$ cat src/design/utf8d_pkg.sv
package utf8d_pkg;

   // One source byte and the code point width.
   typedef logic [7:0]  byte_type;
   typedef logic [20:0] codepoint_type;
   typedef logic [15:0] limit_type;

   // Upper bounds of the byte classes.
   localparam byte_type ASCII_MAX = 8'h7F;
   localparam byte_type CONT_MAX  = 8'hBF;
   localparam byte_type LEAD2_MAX = 8'hDF;
   localparam byte_type LEAD3_MAX = 8'hEF;

   // Payload masks for continuation and lead bytes.
   localparam byte_type CONT_MASK  = 8'h3F;
   localparam byte_type LEAD2_MASK = 8'h1F;
   localparam byte_type LEAD3_MASK = 8'h0F;
   localparam byte_type LEAD4_MASK = 8'h07;

   localparam limit_type LIMIT_RESET = 16'hFFFF;

endpackage

$ cat src/design/utf8_byte_stream_decoder_core.sv
// Channel   Direction  Handshake              Payload
// req       in         req_valid/req_ready    req_in_byte[7:0]
// rsp       out        rsp_valid/rsp_ready    rsp_codepoint[20:0], rsp_cut
// csr       in         csr_wr_en (no wait)    csr_wr_data[15:0] (byte_limit)
//
// One byte is taken per cycle while the output is not stalled. A byte is held
// in the input register and its result, if any, is registered in the output
// register when the byte is decoded. The decode state (accumulator, pending
// count, byte budget) is updated in that same decode step.
// Reset is synchronous and active high; it clears all control state and
// loads the byte limit and the budget with 65535. A stalled result holds the
// input register, and a new byte is still taken in the cycle the result leaves.
module utf8_byte_stream_decoder_core (
   input  logic                    clock,
   input  logic                    reset,
   input  logic                    req_valid,
   output logic                    req_ready,
   input  utf8d_pkg::byte_type     req_in_byte,
   output logic                    rsp_valid,
   input  logic                    rsp_ready,
   output utf8d_pkg::codepoint_type rsp_codepoint,
   output logic                    rsp_cut,
   input  logic                    csr_wr_en,
   input  utf8d_pkg::limit_type    csr_wr_data
);
   import utf8d_pkg::*;

   // Input register: holds one accepted byte until it can be decoded.
   logic          s1_valid_ff, s1_valid_in;
   byte_type      s1_byte_ff,  s1_byte_in;

   // Decode state.
   codepoint_type acc_ff,        acc_in;
   logic [1:0]    pending_ff,    pending_in;
   limit_type     bytes_left_ff, bytes_left_in;
   logic          stopped_ff,    stopped_in;
   limit_type     byte_limit_ff, byte_limit_in;

   // Output register.
   logic          rsp_valid_ff,  rsp_valid_in;
   codepoint_type rsp_cp_ff,     rsp_cp_in;
   logic          rsp_cut_ff,    rsp_cut_in;

   logic          s1_advance;
   logic          emit;
   codepoint_type emit_cp;
   logic          emit_cut;

   // The byte in the input register is decoded when the output register is
   // free or is being drained in this cycle.
   assign s1_advance = s1_valid_ff && (!rsp_valid_ff || rsp_ready);
   assign req_ready  = !s1_valid_ff || s1_advance;

   always_comb begin
      s1_valid_in = s1_valid_ff;
      s1_byte_in  = s1_byte_ff;
      if (req_valid && req_ready) begin
         s1_valid_in = 1'b1;
         s1_byte_in  = req_in_byte;
      end else if (s1_advance) begin
         s1_valid_in = 1'b0;
      end
   end

   // Decode step for the byte in the input register.
   always_comb begin
      acc_in        = acc_ff;
      pending_in    = pending_ff;
      bytes_left_in = bytes_left_ff;
      stopped_in    = stopped_ff;
      byte_limit_in = byte_limit_ff;
      emit          = 1'b0;
      emit_cp       = '0;
      emit_cut      = 1'b0;

      if (s1_advance) begin
         priority if (s1_byte_ff == '0) begin
            // End of string: start over with a fresh budget.
            acc_in        = '0;
            pending_in    = '0;
            bytes_left_in = byte_limit_ff;
            stopped_in    = 1'b0;
         end else if (stopped_ff) begin
            // Bytes after the cut are dropped until the string ends.
         end else if (bytes_left_ff == '0) begin
            // Budget spent: one terminator flagged as cut, then stop.
            stopped_in = 1'b1;
            emit       = 1'b1;
            emit_cut   = 1'b1;
         end else begin
            bytes_left_in = bytes_left_ff - 16'd1;
            priority if (s1_byte_ff <= ASCII_MAX) begin
               acc_in     = {13'd0, s1_byte_ff};
               pending_in = 2'd0;
            end else if (s1_byte_ff <= CONT_MAX) begin
               // A stray continuation leaves the accumulator as it is.
               if (pending_ff != 2'd0) begin
                  acc_in     = {acc_ff[14:0], s1_byte_ff[5:0] & CONT_MASK[5:0]};
                  pending_in = pending_ff - 2'd1;
               end
            end else if (s1_byte_ff <= LEAD2_MAX) begin
               acc_in     = {13'd0, s1_byte_ff & LEAD2_MASK};
               pending_in = 2'd1;
            end else if (s1_byte_ff <= LEAD3_MAX) begin
               acc_in     = {13'd0, s1_byte_ff & LEAD3_MASK};
               pending_in = 2'd2;
            end else begin
               acc_in     = {13'd0, s1_byte_ff & LEAD4_MASK};
               pending_in = 2'd3;
            end
            // A finished sequence is sent and the accumulator cleared.
            if (pending_in == 2'd0) begin
               emit    = 1'b1;
               emit_cp = acc_in;
               acc_in  = '0;
            end
         end
      end

      // The user is to write the limit only while the block is idle; the block
      // does not enforce this. The budget follows the new value at once.
      if (csr_wr_en) begin
         byte_limit_in = csr_wr_data;
         bytes_left_in = csr_wr_data;
      end
   end

   always_comb begin
      rsp_valid_in = rsp_valid_ff;
      rsp_cp_in    = rsp_cp_ff;
      rsp_cut_in   = rsp_cut_ff;
      if (emit) begin
         rsp_valid_in = 1'b1;
         rsp_cp_in    = emit_cp;
         rsp_cut_in   = emit_cut;
      end else if (rsp_ready) begin
         rsp_valid_in = 1'b0;
      end
   end

   always_ff @(posedge clock) begin
      if (reset) begin
         s1_valid_ff   <= 1'b0;
         acc_ff        <= '0;
         pending_ff    <= '0;
         bytes_left_ff <= LIMIT_RESET;
         stopped_ff    <= 1'b0;
         byte_limit_ff <= LIMIT_RESET;
         rsp_valid_ff  <= 1'b0;
      end else begin
         s1_valid_ff   <= s1_valid_in;
         acc_ff        <= acc_in;
         pending_ff    <= pending_in;
         bytes_left_ff <= bytes_left_in;
         stopped_ff    <= stopped_in;
         byte_limit_ff <= byte_limit_in;
         rsp_valid_ff  <= rsp_valid_in;
      end
   end

   // Payload registers need no reset.
   always_ff @(posedge clock) begin
      s1_byte_ff <= s1_byte_in;
      rsp_cp_ff  <= rsp_cp_in;
      rsp_cut_ff <= rsp_cut_in;
   end

   assign rsp_valid     = rsp_valid_ff;
   assign rsp_codepoint = rsp_cp_ff;
   assign rsp_cut       = rsp_cut_ff;

`ifndef SYNTHESIS
   // A cut terminator always carries code point zero.
   a_cut_is_zero: assert property (@(posedge clock) disable iff (reset)
      (rsp_valid_ff && rsp_cut_ff) |-> (rsp_cp_ff == '0))
      else $error("cut result with nonzero code point");

   // Stopping always goes together with loading the cut terminator.
   a_stop_emits_cut: assert property (@(posedge clock) disable iff (reset)
      $rose(stopped_ff) |-> (rsp_valid_ff && rsp_cut_ff))
      else $error("decoder stopped without a cut terminator");

   // A byte waiting on a full output register is kept.
   a_hold_input: assert property (@(posedge clock) disable iff (reset)
      (s1_valid_ff && !s1_advance) |=> (s1_valid_ff && $stable(s1_byte_ff)))
      else $error("waiting byte lost from input register");
`endif

endmodule
$ cat config.mk
export PLATFORM = sky130hd
export DESIGN_NAME = utf8_byte_stream_decoder_core
export DESIGN_NICKNAME = d
export VERILOG_FILES = /design/src/design/utf8d_pkg.sv /design/src/design/utf8_byte_stream_decoder_core.sv
export SDC_FILE = /design/constraint.sdc
export NUM_CORES = 1
export LEC_CHECK = 0
export ABC_AREA = 0
export BUFFER_PORTS_ARGS = -buffer_cell sky130_fd_sc_hd__buf_2
export CORE_UTILIZATION = 50
export CTS_CLUSTER_SIZE = 10
export DETAILED_ROUTE_END_ITERATION = 10
export PLACE_DENSITY = 0.71
export SKIP_LAST_GASP = 1
export SYNTH_ARGS = -nofsm -noshare
export SYNTH_HDL_FRONTEND = slang
export SYNTH_SLANG_ARGS = --single-unit
$ cat constraint.sdc
create_clock -name clock -period 3.59 [get_ports clock]
set_input_delay 0.359 -clock clock [delete_from_list [all_inputs] [get_ports clock]]
set_output_delay 0.359 -clock clock [all_outputs]
set_load 0.005 [all_outputs]
==> out/results.ini <==
[die]
core_um2 = 7730
io_pins = 53
die_x_um = 91.6
initial_utilization = 0.519
rows = 32
dieArea_um2 = 8380
dieHeight_um = 91.6

[grt]
grt_pass1_vias = 3088
antenna_found_initial = 0
grt.total_usage = 0.222
grt_pass1_wl_um = 14600
grt_overflow = 0
grt_max_degree = 50

[final_layout]
area_growth_pct = 13.9
antenna_cells = 0
stdcell_count = 580
fin_area_um2 = 4570
drive_gt1_frac = 0.186
multi_input_area_um2 = 1780
fillers = 661
final_nets = 504
seq_area_um2 = 2060

[timing]
rsz0062_at_grt = false
tns_ns = 0
slew_violations = 0
finClkSkew_ns = 0.0169
worst_slew_pin_slew_ns = 1.28
period_share = 0.735
setup_viol = 0
max_slew_margin = 0.149
fin_crit_ns = 2.64
finalHoldViolations = 0
fmax_mhz = 379

[cts]
cts_buffers = 9
cts_resized = 0
clk_pin_slew_ns = 0.09
htreeDepth = 3
clk_latency_ns = 0.38
cts_tree = done
cts_setup_buffers = 0
cts_hold_buffers = 0
numClockSinks = 88
clockBufferDepth = 2
ctsRootBufferMaster = clkbuf_8

[synthesis]
synth_flop_cell = dfxtp_1
yosysWarnings = 0
synth_mux_area_frac = 0.0150
synth.most_common_cell = dfxtp_1
synth_cell_types = 58
netlist_instances = 426
avgSynthCellArea_um2 = 9.41
yosys.area_share.simple = 0.214
syn_area_um2 = 4010
synth_commonest_cells = dfxtp_1 (58), nand2_1 (56), a21oi_1 (36)
ys_seq_area_frac = 0.514
async_flop_share = 0
synth_area_leaders = dfxtp_1 (29%), edfxtp_1 (22%), nand2_1 (5.2%)
synth_xor_area_frac = 0.0197
yosys.area.top_type = dfxtp_1
syn_nets = 457
synth_compound_area_frac = 0.190
synth_top_cell_area_share = 0.290
synth-edff-count = 30
synthAdderAreaFrac = 0.00624
synth_top_family_by_area = simple AND/OR/NAND/NOR gates
synth_seq_cells = 88

[power]
p_clk_frac = 0.363
p_seq_frac = 0.549
power_density_nw_per_um2 = 442
p_comb_frac = 0.088
switching_share = 0.260
leakagePower_nw = 1.65
p_switching_mw = 0.524
ir_worst_vdd_mv = 0.247
power_mw = 2.02
internal_power_mw = 1.50

[worst_hold_path]
hp-start = req_in_byte[0]
hold_end = s1_byte_ff[0]
whs_path_depth = 1
hold_path_class = input pin to flip-flop

[critical_path]
reg2reg_slack_ns = 0.95
r2r_start = bytes_left_ff[0]
startpoint_type = flip-flop
crit_fanout = 23
cpPeakStageDelay_ns = 0.96
r2r_cells = 6
crit_chain = inv_1, ha_1, nor4b_1, and4_1, nor2_1, nor2_2
cpMaxStageDelayCell = nor2_2
crit_required_ns = 3.58
reg2reg_to = rsp_codepoint[16]
crit_family = simple AND/OR/NAND/NOR gates
end_kind = flip-flop
crit_type = flip-flop to flip-flop
worst-path-buf-inv = 1
critPathArrivalTime_ns = 2.63

[route]
finalWirelength_um = 8850
first_pass_iters = 4
ant_nets = 0
route.detailed.drc = 0
wl_per_cell_um = 15.3
drtIter0Drc = 173
vias = 3357
vias_per_cell = 5.79

[place]
globalplace.congestion = 0.887
placed_cells = 564
dpl.hpwl_um = 5860
io_buffers = 52
dpl_cell_area_um2 = 4360

[outcome]
outcome = finished, final reports clean

[run]
drv_cap = 0

layout by cell type, fill, tap and decap left out, drive strengths merged, types with 2 or more instances in the layout:
master	n
buf	62
dfxtp	58
nand2	56
a21oi	36
nor2	32
edfxtp	30
o21ai	19
nor3	16
a22o	16
nand2b	15
inv	14
nand3	12
clkbuf	10
nor2b	7
or4	7
or3	6
mux2i	6
xnor2	6
a31oi	5
nor4	5
a211o	4
nand4	4
clkinv	4
o31ai	3
a221oi	3
xor2	3
o2111ai	3
o311a	3
or2	2
o21ba	2
o2bb2ai	2
nand3b	2
a32oi	2
o22ai	2
a311oi	2
ha	2
logic make-up (layout without fill, tap and decap cells):
| group | Yosys count | count (layout) |
|---|---|---|
| compound gates | 112 | 112 |
| xor+xnor | 9 | 9 |
| fa+ha+maj | 2 | 2 |
| buf+inv | 39 | 91 |
| flops | 88 | 88 |
| mux | 6 | 6 |
| simple gates | 170 | 170 |
through the flow:
stage	utilization	worst slack, ns	hold slack [ns]
global placement	0.564	1.01	0.442
global route	0.591	0.720	0.151
CTS	0.591	0.962	0.147
finish	0.591	0.953	0.155
detailed placement	0.564	0.987	0.448
floorplan	-	1.02	0.430
worst max path at each step:
stage / start / endpoint / slack [ns] / cells past startpoint
global route: bytes_left_ff[0] / rsp_cut / 0.72 / 6
detailed placement: s1_byte_ff[0] / bytes_left_ff[11] / 0.99 / 6
floorplan: bytes_left_ff[2] / rsp_codepoint[0] / 1.02 / 4
CTS: s1_byte_ff[0] / bytes_left_ff[11] / 0.96 / 6
global placement: s1_byte_ff[7] / bytes_left_ff[11] / 1.01 / 6
finish: bytes_left_ff[0] / rsp_codepoint[16] / 0.95 / 6
state kept, by name, summed over array words and instances (netlist names):
name           count
s1_byte_ff         8
stopped_ff         1
rsp_valid          1
rsp_cut            1
pending_ff         2
s1_valid_ff        1
rsp_codepoint     21
bytes_left_ff     16
acc_ff            21
byte_limit_ff     16
worst reg2reg max path, stage by stage (launching register included):
cell,delay [ns]
dfxtp_1,0.36
inv_1,0.09
ha_1,0.14
nor4b_1,0.29
and4_1,0.35
nor2_1,0.07
nor2_2,0.96
area by class of cell:
cell class                 instances  area share
sequential                        88       0.451
multi-input combinational        299       0.390
timing repair buffer              62      0.0734
clock buffer                      10      0.0301
tap                              102      0.0279
clock inverter                     6      0.0162
inverter                          13      0.0107
layer usage:
metal | up-vias | wire length, µm | track usage | part of all wire
li1 | 1658 | - | - | -
met1 | 1602 | 4350 | 0.309 | 0.49
met2 | 88 | 3950 | 0.339 | 0.45
met3 | 9 | 434 | 0.0302 | 0.049
met4 | 0 | 116 | 0.107 | 0.013
met5 | - | 0 | 0 | 0
power groups by stage:
stage | combinational (mW) | sequential (mW) | clock, mW
finish | 0.178 | 1.11 | 0.733
global placement | 0.172 | 1.13 | 0
floorplan | 0.122 | 1.12 | 0
CTS | 0.177 | 1.11 | 0.740
global route | 0.197 | 1.11 | 0.777
detailed placement | 0.177 | 1.13 | 0
Note: power is estimated with default switching activity, not from simulation.
